### config.mk
export PLATFORM = sky130hd
export DESIGN_NAME = battery_poll_supervisor_unit
export DESIGN_NICKNAME = d
export VERILOG_FILES = /design/src/rtl/bps_pkg.sv /design/src/rtl/battery_poll_supervisor_unit.sv
export SDC_FILE = /design/constraint.sdc
export NUM_CORES = 1
export LEC_CHECK = 0
export ABC_AREA = 1
export BUFFER_PORTS_ARGS = -buffer_cell sky130_fd_sc_hd__buf_2
export CORE_ASPECT_RATIO = 1.2
export CORE_MARGIN = 8
export CORE_UTILIZATION = 30
export CTS_BUF_LIST = sky130_fd_sc_hd__clkbuf_8
export DETAILED_ROUTE_END_ITERATION = 8
export PLACE_DENSITY_LB_ADDON = 0.2
export SLEW_MARGIN = 30
export SYNTH_ARGS = -nofsm -noshare
export SYNTH_HDL_FRONTEND = slang
export SYNTH_SLANG_ARGS = --single-unit
### constraint.sdc
create_clock -name clk -period 7.7 [get_ports clk]
set_input_delay 1.54 -clock clk [delete_from_list [all_inputs] [get_ports clk]]
set_output_delay 1.54 -clock clk [all_outputs]
set_load 0.005 [all_outputs]
### src/rtl/bps_pkg.sv
`default_nettype none

package bps_pkg;

    localparam int TEMP_W  = 17;
    localparam int LIMIT_W = 13;
    localparam int WORD_W  = 16;
    localparam int CNT_W   = 3;
    localparam int STAGE_W = 3;
    localparam int CODE_W  = 2;
    localparam int ERR_W   = 3;
    localparam int CFG_IDX_W = 3;
    localparam int CFG_DATA_W = 16;
    localparam int IN_DATA_W  = 88;
    localparam int OUT_DATA_W = 32;

    localparam logic signed [TEMP_W-1:0] KELVIN_OFFSET = 17'sd2732;

    localparam int FLAG_DSG_BIT = 0;
    localparam int FLAG_FC_BIT  = 9;
    localparam int FLAG_OTD_BIT = 14;
    localparam int FLAG_OTC_BIT = 15;

    localparam logic [WORD_W-1:0] LED_CAP_SPLIT = 16'd90;
    localparam logic [WORD_W-1:0] CAP_FULL      = 16'd100;

    localparam logic [CODE_W-1:0] ST_UNKNOWN     = 2'd0;
    localparam logic [CODE_W-1:0] ST_CHARGING    = 2'd1;
    localparam logic [CODE_W-1:0] ST_DISCHARGING = 2'd2;
    localparam logic [CODE_W-1:0] ST_FULL        = 2'd3;

    localparam logic [CODE_W-1:0] HL_UNKNOWN  = 2'd0;
    localparam logic [CODE_W-1:0] HL_GOOD     = 2'd1;
    localparam logic [CODE_W-1:0] HL_OVERHEAT = 2'd2;

    localparam int ERR_READ_BIT = 0;
    localparam int ERR_TEMP_BIT = 1;
    localparam int ERR_VOLT_BIT = 2;

    localparam logic [STAGE_W-1:0] STAGE_NONE = 3'd0;
    localparam logic [STAGE_W-1:0] STAGE_TEMP = 3'd1;
    localparam logic [STAGE_W-1:0] STAGE_VOLT = 3'd2;
    localparam logic [STAGE_W-1:0] STAGE_CURR = 3'd3;
    localparam logic [STAGE_W-1:0] STAGE_CAP  = 3'd4;
    localparam logic [STAGE_W-1:0] STAGE_FLAG = 3'd5;

    localparam logic [CFG_IDX_W-1:0] REG_TEMP_LOW  = 3'd0;
    localparam logic [CFG_IDX_W-1:0] REG_TEMP_HIGH = 3'd1;
    localparam logic [CFG_IDX_W-1:0] REG_TEMP_MID  = 3'd2;
    localparam logic [CFG_IDX_W-1:0] REG_VOLT_LOW  = 3'd3;
    localparam logic [CFG_IDX_W-1:0] REG_VOLT_HIGH = 3'd4;
    localparam logic [CFG_IDX_W-1:0] REG_VOLT_CRIT = 3'd5;
    localparam logic [CFG_IDX_W-1:0] REG_RANGE_LIM = 3'd6;
    localparam logic [CFG_IDX_W-1:0] REG_LED_EN    = 3'd7;

    typedef struct packed {
        logic                      slow_retry;
        logic                      shutdown_request;
        logic                      led_second_on;
        logic                      led_first_on;
        logic                      led_update;
        logic                      notify;
        logic                      reduce_charging;
        logic [ERR_W-1:0]          error_bits;
        logic [CODE_W-1:0]         health_code;
        logic [CODE_W-1:0]         charge_status;
        logic signed [TEMP_W-1:0]  temperature_dc;
    } result_t;

endpackage

`default_nettype wire

### src/rtl/battery_poll_supervisor_unit.sv
// The result of an input transfer is registered and offered on the master side in the cycle after it.
// Throughput: one poll per cycle; the single output register sets the rate and
// a new poll is taken while a result waits, as long as m_tready drains it.
// Reset: rst_n asynchronous, active low; limits, stored readings, counters and
// sticky flags return to their reset values and the output register empties.
`default_nettype none

module battery_poll_supervisor_unit #(
    parameter int RETRY_LIMIT = 5
) (
    input  wire logic                              clk,
    input  wire logic                              rst_n,
    input  wire logic                              cfg_we,
    input  wire logic [bps_pkg::CFG_IDX_W-1:0]     cfg_index,
    input  wire logic [bps_pkg::CFG_DATA_W-1:0]    cfg_data,
    input  wire logic                              s_tvalid,
    output logic                                   s_tready,
    // temp_raw, voltage_mv, current_ma, capacity_pct, gauge_flags,
    // fail_stage, vbus_present, zero fill
    input  wire logic [bps_pkg::IN_DATA_W-1:0]     s_tdata,
    output logic                                   m_tvalid,
    input  wire logic                              m_tready,
    // temperature_dc, charge_status, health_code, error_bits, reduce_charging,
    // notify, led_update, led_first_on, led_second_on, shutdown_request,
    // slow_retry, zero fill
    output logic [bps_pkg::OUT_DATA_W-1:0]         m_tdata
);

    localparam logic [bps_pkg::CNT_W-1:0] RETRY_CODE = bps_pkg::CNT_W'(RETRY_LIMIT);

    logic signed [bps_pkg::LIMIT_W-1:0] temp_low_reg;
    logic signed [bps_pkg::LIMIT_W-1:0] temp_high_reg;
    logic signed [bps_pkg::LIMIT_W-1:0] temp_mid_reg;
    logic [bps_pkg::WORD_W-1:0]         volt_low_reg;
    logic [bps_pkg::WORD_W-1:0]         volt_high_reg;
    logic [bps_pkg::WORD_W-1:0]         volt_crit_reg;
    logic [bps_pkg::CNT_W-1:0]          range_lim_reg;
    logic                               led_en_reg;

    logic signed [bps_pkg::TEMP_W-1:0]  temp_store_reg, temp_store_next;
    logic [bps_pkg::WORD_W-1:0]         volt_store_reg, volt_store_next;
    logic signed [bps_pkg::WORD_W-1:0]  curr_store_reg, curr_store_next;
    logic [bps_pkg::WORD_W-1:0]         cap_store_reg, cap_store_next;
    logic [bps_pkg::CODE_W-1:0]         status_reg, status_next;
    logic [bps_pkg::CODE_W-1:0]         health_reg, health_next;
    logic [bps_pkg::CNT_W-1:0]          temp_bad_reg, temp_bad_next;
    logic [bps_pkg::CNT_W-1:0]          volt_bad_reg, volt_bad_next;
    logic [bps_pkg::CNT_W-1:0]          fail_cnt_reg, fail_cnt_next;
    logic [bps_pkg::ERR_W-1:0]          sticky_reg, sticky_next;
    logic                               reduce_reg, reduce_next;

    logic                               out_valid_reg;
    bps_pkg::result_t                   result_reg, result_next;

    logic signed [bps_pkg::WORD_W-1:0]  in_temp;
    logic [bps_pkg::WORD_W-1:0]         in_volt;
    logic signed [bps_pkg::WORD_W-1:0]  in_curr;
    logic [bps_pkg::WORD_W-1:0]         in_cap;
    logic [bps_pkg::WORD_W-1:0]         in_flags;
    logic [bps_pkg::STAGE_W-1:0]        in_stage;
    logic                               in_vbus;

    logic                               accept;
    logic                               temp_ok, volt_ok, curr_ok, cap_ok, flag_ok, failed;
    logic signed [bps_pkg::TEMP_W-1:0]  temp_dc;
    logic signed [bps_pkg::TEMP_W-1:0]  tlo, thi, tmid;
    logic [bps_pkg::CNT_W:0]            temp_inc, volt_inc;
    logic [bps_pkg::CNT_W-1:0]          fail_base, fail_inc;
    logic [bps_pkg::CODE_W-1:0]         status_calc, health_calc;
    logic                               changed, shutdown;
    logic                               led_upd, led_a, led_b;

    assign in_temp  = s_tdata[15:0];
    assign in_volt  = s_tdata[31:16];
    assign in_curr  = s_tdata[47:32];
    assign in_cap   = s_tdata[63:48];
    assign in_flags = s_tdata[79:64];
    assign in_stage = s_tdata[82:80];
    assign in_vbus  = s_tdata[83];

    assign s_tready = !out_valid_reg || m_tready;
    assign accept   = s_tvalid && s_tready;
    assign m_tvalid = out_valid_reg;
    assign m_tdata  = {1'b0, result_reg};

    assign failed  = (in_stage != bps_pkg::STAGE_NONE);
    assign temp_ok = !failed || (in_stage > bps_pkg::STAGE_TEMP);
    assign volt_ok = !failed || (in_stage > bps_pkg::STAGE_VOLT);
    assign curr_ok = !failed || (in_stage > bps_pkg::STAGE_CURR);
    assign cap_ok  = !failed || (in_stage > bps_pkg::STAGE_CAP);
    assign flag_ok = !failed || (in_stage > bps_pkg::STAGE_FLAG);

    assign temp_dc = {in_temp[15], in_temp} - bps_pkg::KELVIN_OFFSET;
    assign tlo  = {{(bps_pkg::TEMP_W-bps_pkg::LIMIT_W){temp_low_reg[12]}}, temp_low_reg};
    assign thi  = {{(bps_pkg::TEMP_W-bps_pkg::LIMIT_W){temp_high_reg[12]}}, temp_high_reg};
    assign tmid = {{(bps_pkg::TEMP_W-bps_pkg::LIMIT_W){temp_mid_reg[12]}}, temp_mid_reg};

    always_comb
    begin
        temp_store_next = temp_store_reg;
        volt_store_next = volt_store_reg;
        curr_store_next = curr_store_reg;
        cap_store_next  = cap_store_reg;
        status_next     = status_reg;
        health_next     = health_reg;
        temp_bad_next   = temp_bad_reg;
        volt_bad_next   = volt_bad_reg;
        sticky_next     = sticky_reg;
        reduce_next     = reduce_reg;
        changed         = 1'b0;
        shutdown        = 1'b0;
        temp_inc        = '0;
        volt_inc        = '0;
        status_calc     = bps_pkg::ST_CHARGING;
        health_calc     = bps_pkg::HL_GOOD;
        fail_base       = fail_cnt_reg;

        if (temp_ok)
        begin
            if (temp_store_reg != temp_dc)
                changed = 1'b1;
            temp_store_next = temp_dc;
            fail_base = '0;
            if ((temp_dc <= tlo) || (temp_dc >= thi))
            begin
                temp_inc    = {1'b0, temp_bad_reg} + 4'd1;
                reduce_next = 1'b0;
            end
            else
            begin
                reduce_next = (temp_dc < tmid);
                sticky_next[bps_pkg::ERR_TEMP_BIT] = 1'b0;
            end
            if (temp_inc > {1'b0, range_lim_reg})
            begin
                sticky_next[bps_pkg::ERR_TEMP_BIT] = 1'b1;
                temp_bad_next = '0;
            end
            else
                temp_bad_next = temp_inc[bps_pkg::CNT_W-1:0];
        end

        if (volt_ok)
        begin
            if (volt_store_reg != in_volt)
                changed = 1'b1;
            volt_store_next = in_volt;
            shutdown = (in_volt <= volt_crit_reg);
            if ((in_volt <= volt_low_reg) || (in_volt >= volt_high_reg))
                volt_inc = {1'b0, volt_bad_reg} + 4'd1;
            else
                sticky_next[bps_pkg::ERR_VOLT_BIT] = 1'b0;
            if (volt_inc > {1'b0, range_lim_reg})
            begin
                sticky_next[bps_pkg::ERR_VOLT_BIT] = 1'b1;
                volt_bad_next = '0;
            end
            else
                volt_bad_next = volt_inc[bps_pkg::CNT_W-1:0];
        end

        if (curr_ok)
        begin
            if (curr_store_reg != in_curr)
                changed = 1'b1;
            curr_store_next = in_curr;
        end

        if (cap_ok)
        begin
            if (cap_store_reg != in_cap)
                changed = 1'b1;
            cap_store_next = in_cap;
        end

        if (flag_ok)
        begin
            priority if (in_flags[bps_pkg::FLAG_FC_BIT] && (cap_store_next == bps_pkg::CAP_FULL)
                         && (curr_store_next == '0))
                status_calc = bps_pkg::ST_FULL;
            else if (in_flags[bps_pkg::FLAG_DSG_BIT] || (curr_store_next <= 0))
                status_calc = bps_pkg::ST_DISCHARGING;
            else
                status_calc = bps_pkg::ST_CHARGING;
            if (in_flags[bps_pkg::FLAG_OTC_BIT] || in_flags[bps_pkg::FLAG_OTD_BIT])
                health_calc = bps_pkg::HL_OVERHEAT;
            if (status_reg != status_calc)
                changed = 1'b1;
            if (health_reg != health_calc)
                changed = 1'b1;
            status_next = status_calc;
            health_next = health_calc;
        end

        fail_inc = fail_base + 3'd1;
        if (failed)
        begin
            if (fail_inc == RETRY_CODE)
            begin
                sticky_next[bps_pkg::ERR_READ_BIT] = 1'b1;
                fail_cnt_next = '0;
            end
            else
                fail_cnt_next = fail_inc;
        end
        else
        begin
            sticky_next[bps_pkg::ERR_READ_BIT] = 1'b0;
            fail_cnt_next = '0;
        end

        led_upd = 1'b0;
        led_a   = 1'b0;
        led_b   = 1'b0;
        if (changed && led_en_reg)
        begin
            priority if ((status_next == bps_pkg::ST_CHARGING) && in_vbus)
            begin
                led_upd = 1'b1;
                led_a   = (cap_store_next >= bps_pkg::LED_CAP_SPLIT);
                led_b   = (cap_store_next < bps_pkg::LED_CAP_SPLIT);
            end
            else if (status_next == bps_pkg::ST_FULL)
            begin
                led_upd = 1'b1;
                led_a   = in_vbus;
            end
            else if (in_vbus)
                led_upd = 1'b1;
        end

        if (sticky_next[bps_pkg::ERR_READ_BIT])
            health_next = bps_pkg::HL_UNKNOWN;

        result_next.temperature_dc   = temp_store_next;
        result_next.charge_status    = status_next;
        result_next.health_code      = health_next;
        result_next.error_bits       = sticky_next;
        result_next.reduce_charging  = reduce_next;
        result_next.notify           = changed || sticky_next[bps_pkg::ERR_READ_BIT];
        result_next.led_update       = led_upd;
        result_next.led_first_on     = led_a;
        result_next.led_second_on    = led_b;
        result_next.shutdown_request = shutdown;
        result_next.slow_retry       = failed;
    end

    always_ff @(posedge clk or negedge rst_n)
    begin
        if (!rst_n)
        begin
            temp_low_reg  <= 13'sd27;
            temp_high_reg <= 13'sd450;
            temp_mid_reg  <= 13'sd100;
            volt_low_reg  <= 16'd2500;
            volt_high_reg <= 16'd4350;
            volt_crit_reg <= 16'd3200;
            range_lim_reg <= 3'd4;
            led_en_reg    <= 1'b1;
        end
        else if (cfg_we)
        begin
            unique case (cfg_index)
                bps_pkg::REG_TEMP_LOW:  temp_low_reg  <= cfg_data[12:0];
                bps_pkg::REG_TEMP_HIGH: temp_high_reg <= cfg_data[12:0];
                bps_pkg::REG_TEMP_MID:  temp_mid_reg  <= cfg_data[12:0];
                bps_pkg::REG_VOLT_LOW:  volt_low_reg  <= cfg_data;
                bps_pkg::REG_VOLT_HIGH: volt_high_reg <= cfg_data;
                bps_pkg::REG_VOLT_CRIT: volt_crit_reg <= cfg_data;
                bps_pkg::REG_RANGE_LIM: range_lim_reg <= cfg_data[2:0];
                bps_pkg::REG_LED_EN:    led_en_reg    <= cfg_data[0];
                default:                led_en_reg    <= led_en_reg;
            endcase
        end
    end

    // advance poll state on each input transfer
    always_ff @(posedge clk or negedge rst_n)
    begin
        if (!rst_n)
        begin
            temp_store_reg <= '0;
            volt_store_reg <= 16'd3500;
            curr_store_reg <= '0;
            cap_store_reg  <= 16'd5;
            status_reg     <= bps_pkg::ST_UNKNOWN;
            health_reg     <= bps_pkg::HL_UNKNOWN;
            temp_bad_reg   <= '0;
            volt_bad_reg   <= '0;
            fail_cnt_reg   <= '0;
            sticky_reg     <= '0;
            reduce_reg     <= 1'b0;
        end
        else if (accept)
        begin
            temp_store_reg <= temp_store_next;
            volt_store_reg <= volt_store_next;
            curr_store_reg <= curr_store_next;
            cap_store_reg  <= cap_store_next;
            status_reg     <= status_next;
            health_reg     <= health_next;
            temp_bad_reg   <= temp_bad_next;
            volt_bad_reg   <= volt_bad_next;
            fail_cnt_reg   <= fail_cnt_next;
            sticky_reg     <= sticky_next;
            reduce_reg     <= reduce_next;
        end
    end

    always_ff @(posedge clk or negedge rst_n)
    begin
        if (!rst_n)
            out_valid_reg <= 1'b0;
        else if (accept)
            out_valid_reg <= 1'b1;
        else if (m_tready)
            out_valid_reg <= 1'b0;
    end

    // hold the result until its transfer
    always_ff @(posedge clk)
    begin
        if (accept)
            result_reg <= result_next;
    end

endmodule

`default_nettype wire

==> results of run 1 <==
report_power, final:
group	leakage [uW]	internal, uW	total, uW	switching [uW]
Clock	0.000445	540	1020	477
Combinational	0.00451	372	953	581
Sequential	0.00239	1330	1450	118
Total	0.00734	2250	3420	1180
routing by layer:
metal	share of wire [%]	vias to the layer above	track usage [%]	wire [um]
met1	46	5013	18.01	15980
met5	0.072	-	0	25
li1	-	5581	-	-
met3	4.8	54	2.900	1677
met4	2.3	4	4.201	801
met2	47	200	24.49	16230
cells in the mapped netlist, types with 2 or more instances:
cell and number:
nand2_1 491, inv_1 224, o21ai_0 179, dfrtp_1 136
ha_1 109, nor2_1 101, nand3_1 84, a21oi_1 53
dfstp_2 38, clkbuf_1 32, edfxtp_1 31, xnor2_1 24
xor2_1 24, nand4_1 16, nor3_1 14, a31oi_1 11
nand3b_1 8, nor4_1 6, or2_2 6, o22ai_1 5
buf_1 4, buf_2 4, buf_4 4, o2111ai_1 4
a21o_1 3, and2_1 3, o211ai_1 3, o31ai_1 3
a211oi_1 2, clkinv_1 2, o21ai_1 2, o221ai_1 2
worst reg2reg max path, stage by stage, from the launching register on:
cell and delay, ps:
dfstp_2 520, inv_1 40, ha_1 320, a21o_1 170, nor2_1 160, nor2_1 60
o21ai_0 180, nand3_1 110, o21ai_0 300, nand2_1 240, nand2_1 140, inv_1 50
ha_1 290, inv_1 40, nor2_1 70, o21ai_0 90, a32oi_1 220, inv_1 60
nand2_1 70, nand2_1 50, nand2_1 80, nand2_1 50, nand2_1 90
cells by family after synthesis:
logic type	Yosys count
AND/OR/NAND/NOR	733
adder cells (fa/ha/maj)	109
XOR/XNOR	48
AO/OA/AOI/OAI	272
buffers and inverters	271
other	1
flip-flops	205
cells in the final DEF, fill, tap and decap left out, drive strengths merged:
| cell type | n |
|---|---|
| nand2 | 492 |
| inv | 243 |
| o21ai | 182 |
| dfrtp | 136 |
| buf | 135 |
| ha | 109 |
| nor2 | 101 |
| nand3 | 85 |
| a21oi | 53 |
| clkbuf | 46 |
| dfstp | 38 |
| edfxtp | 31 |
| xor2 | 24 |
| xnor2 | 24 |
| nand4 | 16 |
| nor3 | 14 |
| a31oi | 11 |
| clkinv | 9 |
| nand3b | 8 |
| or2 | 7 |
| nor4 | 6 |
| o22ai | 5 |
| o2111ai | 4 |
| and2 | 3 |
| a21o | 3 |
| o211ai | 3 |
| o31ai | 3 |
| o221ai | 2 |
| a211oi | 2 |
| diode | 1 |
| o21bai | 1 |
| a41oi | 1 |
| a32oi | 1 |
| o32ai | 1 |
| nor3b | 1 |
| conb | 1 |
worst paths after layout:
| check | endpoint | slack, ps | cells past startpoint |
|---|---|---|---|
| max | sticky_reg[1] | 2500 | 34 |
| min | volt_store_reg[10] | 470 | 2 |
| max reg2reg | sticky_reg[1] | 4260 | 22 |
| min reg2reg | volt_store_reg[10] | 470 | 2 |
| max in group asynchronous | temp_low_reg[6] | 5340 | 2 |
| min in group asynchronous | curr_store_reg[5] | 1020 | 1 |
final cells by class:
class | count | area, um2 | area share, %
Antenna cell | 1 | 2.502 | 0.01721
Clock buffer | 46 | 633.1 | 4.353
Clock inverter | 25 | 97.59 | 0.6710
Inverter | 227 | 852.1 | 5.859
Multi-Input combinational cell | 1163 | 6243 | 42.93
Sequential cell | 205 | 5333 | 36.67
Tap cell | 546 | 683.2 | 4.697
Timing Repair Buffer | 135 | 699.4 | 4.809
stage by stage:
stage          cell area (um2)  worst slack (ps)  utilization, %  instances
2_1_floorplan            12600              2960               -       1639
3_3_place_gp             13800              2003           33.13       2276
3_5_place_dp             13810              1929           33.14       2276
4_1_cts                  14540              2511           34.90       2347
5_1_grt                  14540              1862           34.92       2348
6_report                 14540              2496           34.92       2348
==> impl_metrics.py, run 1 <==
metrics = {
    "outcome": {
        "status": "finished, final reports clean",
    },
    "sta": {
        "finalCriticalPeriod_ps": 5204,
        "hold_viol": 0,
        "fin_crit_sh_pct": 67.58,
        "max_freq_mhz": 192.2,
        "relSlewSlack_pct": 40.00,
        "setup-tns-final_ps": 0,
        "worst_pin_slew_ps": 897.9,
        "drv_slew": 0,
        "whs_ps": 473.9,
        "finalSetupViolations": 0,
        "fin_skew_ps": 17.86,
        "rsz0062_at_grt": "no",
    },
    "layout": {
        "largest_reg_flops": 31,
        "area_growth_pct": 15.40,
        "layout.nets": 1992,
        "drive_gt1_share_pct": 13.10,
        "n_fill_cell": 4480,
    },
    "critical_path": {
        "startpoint": "s_tdata[2]",
        "critPathBufInv": 8,
        "arrival_ps": 5690,
        "end_kind": "flop",
        "worstPathRequired_ps": 8180,
        "crit_type": "in2reg",
        "r2r-start": "temp_low_reg[4]",
        "crit_top_cell": "nand2_1",
        "critical_path.top_delay_family": "simple AND/OR/NAND/NOR gates",
        "path_max_fanout": 6,
        "cpPeakStageDelay_ps": 370,
        "slowest_stage": "ha_1",
        "critPathLaunchType": "primary input",
    },
    "global_routing": {
        "grt_overflow_total": 0,
        "grt_pass1_vias": 10835,
        "grt_max_degree": 68,
        "antenna_found_initial": 3,
        "grt_pass1_wl_mm": 56.39,
        "track_usage_pct": 14.29,
    },
    "logic_synthesis": {
        "yosys-top-cells-area": "dfrtp_1 27%, nand2_1 15%, ha_1 11%",
        "synth.avg_cell_area_um2": 7.690,
        "ys_seq_area_share_pct": 42.31,
        "synth_edf_count": 31,
        "synth_top_family_by_area": "simple AND/OR/NAND/NOR gates",
        "ys_seq_elements": 205,
        "synth_mux_area_share_pct": 0,
        "synth_area_leader_cell": "dfrtp_1",
        "synth_top_area_share_pct": 27.00,
        "synth_compound_area_share_pct": 11.50,
        "synth_area_um2": 12600,
        "synth_ff_type": "dfrtp_1",
        "synthSimpleGateAreaFrac_pct": 23.78,
        "syn_nets": 1860,
        "synth_fa_ha_area_share_pct": 10.82,
        "synthXorXnorAreaFrac_pct": 3.336,
        "yosysWarnings": 0,
        "synthCells": 1639,
        "yosysUniqueCellTypes": 43,
        "ys_async_sr_fraction_pct": 84.88,
    },
    "clocking": {
        "clk-insertion-delay-late_ps": 540,
        "cts_setup_buffers": 0,
        "htreeDepth": 2,
        "clk_pin_slew_worst_paths_ps": 60,
        "cts_tree": "built",
        "cts-root-buf": "clkbuf_8",
        "cts_hold_buf": 0,
        "cts_sinks": 205,
        "cts_resized": 0,
        "cts_made_buffers": 39,
        "cts_buffer_depth": 3,
    },
    "worst_hold_path": {
        "min_path_type": "reg2reg",
        "hold_path.startpoint": "volt_store_reg[10]",
    },
    "placed_design": {
        "dpl.hpwl_mm": 25.72,
        "place.gp.congestion": 0.8532,
        "port_buffers": 128,
    },
    "route": {
        "drc": 0,
        "drtAntennaViolNets": 0,
        "wl_per_cell_um": 14.79,
        "dr.pass1.iters": 5,
        "via_per_inst": 4.622,
        "wl_mm": 34.72,
        "vias": 10852,
        "drt_iter0_markers": 509,
    },
    "floorplanning": {
        "die_h_um": 240.5,
        "start_util_pct": 30.26,
        "rows": 82,
        "die-area_um2": 48850,
        "coreArea_um2": 41660,
        "die_width_um": 203.1,
        "pin_count": 146,
    },
    "power_and_ir_drop": {
        "ir_worst_vdd_mv": 0.1079,
        "powerDensity_nw_per_um2": 235.4,
        "leakagePower_uw": 0.007337,
        "report.power.total_uw": 3424,
    },
    "flow_run": {
        "maxCapViolCount": 0,
    },
}
Note: power is estimated with default switching activity, not from simulation.
==> inputs of run 2 (changes only) <==
==> constraint.sdc (replaced) <==
create_clock -name clk -period 4.4 [get_ports clk]
set_input_delay 0.88 -clock clk [delete_from_list [all_inputs] [get_ports clk]]
set_output_delay 0.88 -clock clk [all_outputs]
set_load 0.005 [all_outputs]
==> run 2 against run 1 <==
Core utilization rose by 1.3 points. Sequential power increased by 76%. Power up 79%. Cell count increased by 2.6%. Via count up 1.5%. Critical path type unchanged. Critical endpoint unchanged. Largest power group unchanged.
==> impl_metrics.py, run 2 (same netlist as run 1, synthesis figures left out) <==
metrics = {
    "critical_path": {
        "crit_type": "in2reg",
        "crit_top_cell": "nand2_1",
        "r2r-start": "volt_low_reg[2]",
        "r2r.worst_path.cells": 18,
        "slowest_stage": "ha_1",
        "path_max_fanout": 4,
        "critPathLaunchType": "primary input",
        "startpoint": "s_tdata[3]",
        "cpPeakStageDelay_ps": 290,
        "arrival_ps": 4340,
        "end_kind": "flop",
        "worstPathRequired_ps": 4910,
    },
    "clocking": {
        "cts_sinks": 205,
        "cts_tree": "built",
        "clk_pin_slew_worst_paths_ps": 60,
        "cts_buffer_depth": 3,
        "clk-insertion-delay-late_ps": 570,
        "cts-root-buf": "clkbuf_8",
        "cts_made_buffers": 39,
        "htreeDepth": 2,
    },
    "power_and_ir_drop": {
        "comb_power_share_pct": 29.4,
        "powerDensity_nw_per_um2": 405.5,
        "pwr-share-clk_pct": 28.9,
        "p_int_uw": 4016,
        "p_sw_share_pct": 34.31,
        "p_seq_share_pct": 41.7,
        "leakagePower_uw": 0.007642,
        "switchingPower_uw": 2097,
        "ir_worst_vdd_mv": 0.2557,
    },
    "sta": {
        "relSlewSlack_pct": 40.64,
        "drv_slew": 0,
        "setup_ws_ps": 569.9,
        "hold_viol": 0,
        "finalCriticalPeriod_ps": 3830,
        "whs_ps": 358.1,
        "setup-tns-final_ps": 0,
        "max_freq_mhz": 261.1,
        "finalSetupViolations": 0,
        "worst_pin_slew_ps": 888.2,
        "fin_crit_sh_pct": 87.05,
        "fin_skew_ps": 22.99,
    },
    "layout": {
        "final_common_cell": "nand2_1",
        "diodes": 0,
        "area_growth_pct": 19.63,
        "final_util_pct": 36.19,
        "layout_common_cells": "482 x nand2_1, 239 x inv_1, 178 x o21ai_0, 136 x dfrtp_1, 127 x buf_2",
        "n_fill_cell": 4459,
        "largest_reg_flops": 31,
        "drive_gt1_share_pct": 16.85,
        "layout.nets": 2056,
        "design_area_um2": 15080,
    },
    "floorplanning": {
        "coreArea_um2": 41660,
        "die-area_um2": 48850,
        "die_width_um": 203.1,
        "start_util_pct": 30.26,
        "die_h_um": 240.5,
        "rows": 82,
        "pin_count": 146,
    },
    "route": {
        "drc": 0,
        "dr.pass1.iters": 5,
        "vias": 11011,
        "wl_per_cell_um": 14.83,
        "drt_iter0_markers": 649,
        "via_per_inst": 4.569,
        "drtAntennaViolNets": 0,
        "wl_mm": 35.74,
    },
    "flow_run": {
        "maxCapViolCount": 0,
    },
    "placed_design": {
        "dpl.hpwl_mm": 26.92,
        "port_buffers": 128,
        "place.gp.congestion": 0.8715,
        "place_area_um2": 14280,
        "place_ws_ps": -311.2,
    },
    "global_routing": {
        "grt_pass1_vias": 10926,
        "grt_overflow_total": 0,
        "grt_max_degree": 82,
        "track_usage_pct": 14.73,
        "grt_pass1_wl_mm": 57.57,
        "antenna_found_initial": 2,
    },
    "worst_hold_path": {
        "min_path_type": "in2async",
    },
    "outcome": {
        "status": "finished, final reports clean",
    },
}
## run 2: changes by cell type in the layout (fill, tap and decap cells not counted), sizes merged
cell	change
clkinv	+2
inv	-2
diode	-1
buf	+64
clkbuf	-1
## run 2: layout make-up
class / instances / area, um2 / area share, %
Multi-Input combinational cell: 1163 / 6300 / 41.78
Sequential cell: 205 / 5333 / 35.37
Timing Repair Buffer: 199 / 1192 / 7.909
Inverter: 227 / 852.1 / 5.651
Tap cell: 546 / 683.2 / 4.531
Clock buffer: 45 / 619.3 / 4.108
Clock inverter: 25 / 97.59 / 0.6473
## run 2: routing by layer
metal / part of all wire (%) / vias to the layer above / global-route usage [%] / wire [um]
met5: 0.070 / - / 0 / 25
met2: 47 / 196 / 24.88 / 16660
met4: 2.5 / 4 / 5.081 / 901
met3: 4.6 / 63 / 3.075 / 1650
li1: - / 5706 / - / -
met1: 46 / 5042 / 18.54 / 16500
## run 2: critical path, delay by kind of cell
kind	cells	cell delay, ps
compound gates	2	320
buf+inv	8	610
fa+ha+maj	3	730
simple gates	21	1800
## run 2: path summary, 6_finish.rpt
check	slack, ps	to
worst max-delay path	570	sticky_reg[1]
worst min-delay path	360	curr_store_reg[5]
worst max register to register	1080	m_tdata[23]
worst min register to register	470	volt_store_reg[11]
max in group asynchronous	3130	temp_high_reg[8]
min in group clk	470	volt_store_reg[11]
## run 2: power by group through the flow
stage / sequential, uW / combinational (uW) / clock (uW)
after floorplan: 2530 / 1200 / 0
final: 2550 / 1800 / 1770
after CTS: 2550 / 1820 / 1860
after detailed placement: 2580 / 1800 / 0
after global routing: 2590 / 2130 / 1930
after global placement: 2570 / 1760 / 0
## run 2: through the flow
| stage | power, uW | instances |
|---|---|---|
| finish | 6113 | 2410 |
| global route | 6659 | 2410 |
| CTS | 6222 | 2408 |
| detailed placement | 4381 | 2338 |
| global placement | 4328 | 2338 |
| floorplan | 3729 | 1639 |
## run 2: what timing repair did
| action | CTS | global route |
|---|---|---|
| resized for setup | 0 | 16 |
| endpoints found under the setup margin | 0 | 5 |
| hold buffers | 0 | 0 |
| buffers inserted | 0 | 2 |
==> inputs of run 3 (changes only) <==
--- a/config.mk
+++ b/config.mk
@@ -13,6 +13,7 @@
 export CTS_BUF_LIST = sky130_fd_sc_hd__clkbuf_8
 export DETAILED_ROUTE_END_ITERATION = 8
 export PLACE_DENSITY_LB_ADDON = 0.2
+export RECOVER_POWER = 25
 export SLEW_MARGIN = 30
 export SYNTH_ARGS = -nofsm -noshare
 export SYNTH_HDL_FRONTEND = slang
==> run 3 against run 2 <==
The run now ends with capacitance limit, slew limit left. Power about the same. Sequential share of layout area up 0.071 points. Clock power about the same.
==> impl_metrics.py, run 3 (same netlist as run 1, synthesis figures left out) <==
metrics = {
    "route": {
        "drtAntennaViolNets": 0,
        "drt_iter0_markers": 647,
        "wl_mm": 35.74,
        "wl_per_cell_um": 14.83,
        "dr.pass1.iters": 5,
        "via_per_inst": 4.567,
        "drc": 0,
        "vias": 11007,
    },
    "floorplanning": {
        "coreArea_um2": 41660,
        "rows": 82,
        "die_h_um": 240.5,
        "die_width_um": 203.1,
        "die-area_um2": 48850,
        "pin_count": 146,
        "start_util_pct": 30.26,
    },
    "critical_path": {
        "crit_top_cell": "nand2_1",
        "worstPathRequired_ps": 4910,
        "path_max_fanout": 4,
        "r2r.worst_path.cells": 18,
        "startpoint": "s_tdata[3]",
        "arrival_ps": 4340,
        "r2r-start": "volt_low_reg[2]",
        "end_kind": "flop",
        "crit_type": "in2reg",
        "endpoint": "sticky_reg[1]",
        "rrSetupSlack_ps": 1050,
        "slowest_stage": "ha_1",
        "cpPeakStageDelay_ps": 290,
        "critPathLaunchType": "primary input",
        "rr_endpoint": "m_tdata[23]",
    },
    "clocking": {
        "cts_buffer_depth": 3,
        "cts_tree": "built",
        "cts_hold_buf": 0,
        "htreeDepth": 2,
        "clk_pin_slew_worst_paths_ps": 60,
        "clk-insertion-delay-late_ps": 570,
        "cts-root-buf": "clkbuf_8",
        "cts_sinks": 205,
        "cts_made_buffers": 39,
    },
    "global_routing": {
        "grt_overflow_total": 0,
        "grt_pass1_wl_mm": 57.57,
        "grt_pass1_vias": 10926,
        "grt_max_degree": 82,
        "antenna_found_initial": 2,
        "track_usage_pct": 14.73,
    },
    "layout": {
        "diodes": 0,
        "final_common_cell": "nand2_1",
        "layout_common_cells": "482 x nand2_1, 239 x inv_1, 178 x o21ai_0, 136 x dfrtp_1, 126 x buf_2",
        "n_fill_cell": 4464,
        "drive_gt1_share_pct": 16.68,
        "design_area_um2": 15050,
        "area_growth_pct": 19.39,
        "layout.nets": 2056,
        "largest_reg_flops": 31,
    },
    "placed_design": {
        "dpl.hpwl_mm": 26.92,
        "place_area_um2": 14280,
        "port_buffers": 128,
        "place.gp.congestion": 0.8715,
    },
    "sta": {
        "setup-tns-final_ps": 0,
        "hold_viol": 0,
        "relSlewSlack_pct": -49.26,
        "fin_crit_sh_pct": 87.06,
        "finalCriticalPeriod_ps": 3831,
        "fin_skew_ps": 23.39,
        "drv_slew": 82,
        "finalSetupViolations": 0,
        "worst_pin_slew_ps": 2239,
        "max_freq_mhz": 261.1,
    },
    "power_and_ir_drop": {
        "ir_worst_vdd_mv": 0.2534,
        "powerDensity_nw_per_um2": 406.4,
        "leakagePower_uw": 0.007625,
    },
    "worst_hold_path": {
        "min_path_type": "reg2reg",
    },
    "outcome": {
        "status": "finished, violations left",
        "violations": "capacitance limit, slew limit",
    },
    "flow_run": {
        "maxCapViolCount": 1,
    },
}
run 3: changes by cell type in the layout (fill, tap and decap cells not counted):
cell / before / now
clkbuf_1: 0 / 3
buf_4: 70 / 68
buf_2: 127 / 126
clkbuf_2: 0 / 2
buf_6: 1 / 0
buf_12: 1 / 0
run 3: how the worst min path moves through the flow:
stage	from	endpoint	slack, ps	cells after the start
final	volt_store_reg[11]	volt_store_reg[11]	470	2
after detailed placement	sticky_reg[1]	sticky_reg[1]	470	2
after floorplan	sticky_reg[2]	sticky_reg[2]	440	2
after global routing	volt_store_reg[10]	volt_store_reg[10]	490	2
after global placement	volt_store_reg[8]	volt_store_reg[8]	460	2
after CTS	rst_n	cap_store_reg[3]	390	1
run 3: routing by layer:
metal / wire, um / vias up / track usage [%]
met2: 16700 / 197 / 24.88
li1: - / 5707 / -
met3: 1689 / 64 / 3.075
met5: 25 / - / 0
met4: 902 / 4 / 5.081
met1: 16430 / 5035 / 18.54
run 3: cell type report:
class	count	area (um2)	area share (%)
well taps	546	683.2	4.540
clock buffers	45	619.3	4.116
repair buffers	199	1162	7.725
multi-input cells	1163	6300	41.87
flip-flops and latches	205	5333	35.44
inverters	227	852.1	5.663
clock inverters	25	97.59	0.6486
run 3: metrics by stage:
stage	hold WS, ps	power [uW]	utilization, %	cells	setup slack (ps)
after global routing	487.1	6656	36.12	2410	-36.31
after global placement	461.3	4328	34.28	2338	-262.7
after CTS	393.1	6222	36.01	2408	293.8
after floorplan	442.6	3729	-	1639	320.3
after detailed placement	465.1	4381	34.29	2338	-311.2
final	473.8	6114	36.12	2410	569.4
run 3: repair_timing:
item / in CTS / in global routing
resized for setup: 0 / 16
buffers inserted: 0 / 2
endpoints found under the setup margin: 0 / 5
run 3: critical path, delay by kind of cell:
family	cells	cell delay (ps)
fa+ha+maj	3	730
simple gates	21	1790
compound gates	2	320
buf+inv	8	610
run 3: power by group:
| part | total [uW] | switching (uW) | leakage, uW | internal [uW] |
|---|---|---|---|---|
| Clock | 1770 | 844 | 0.000430 | 927 |
| Sequential | 2550 | 212 | 0.00239 | 2340 |
| Combinational | 1800 | 1050 | 0.00481 | 751 |
| Total | 6110 | 2100 | 0.00763 | 4010 |
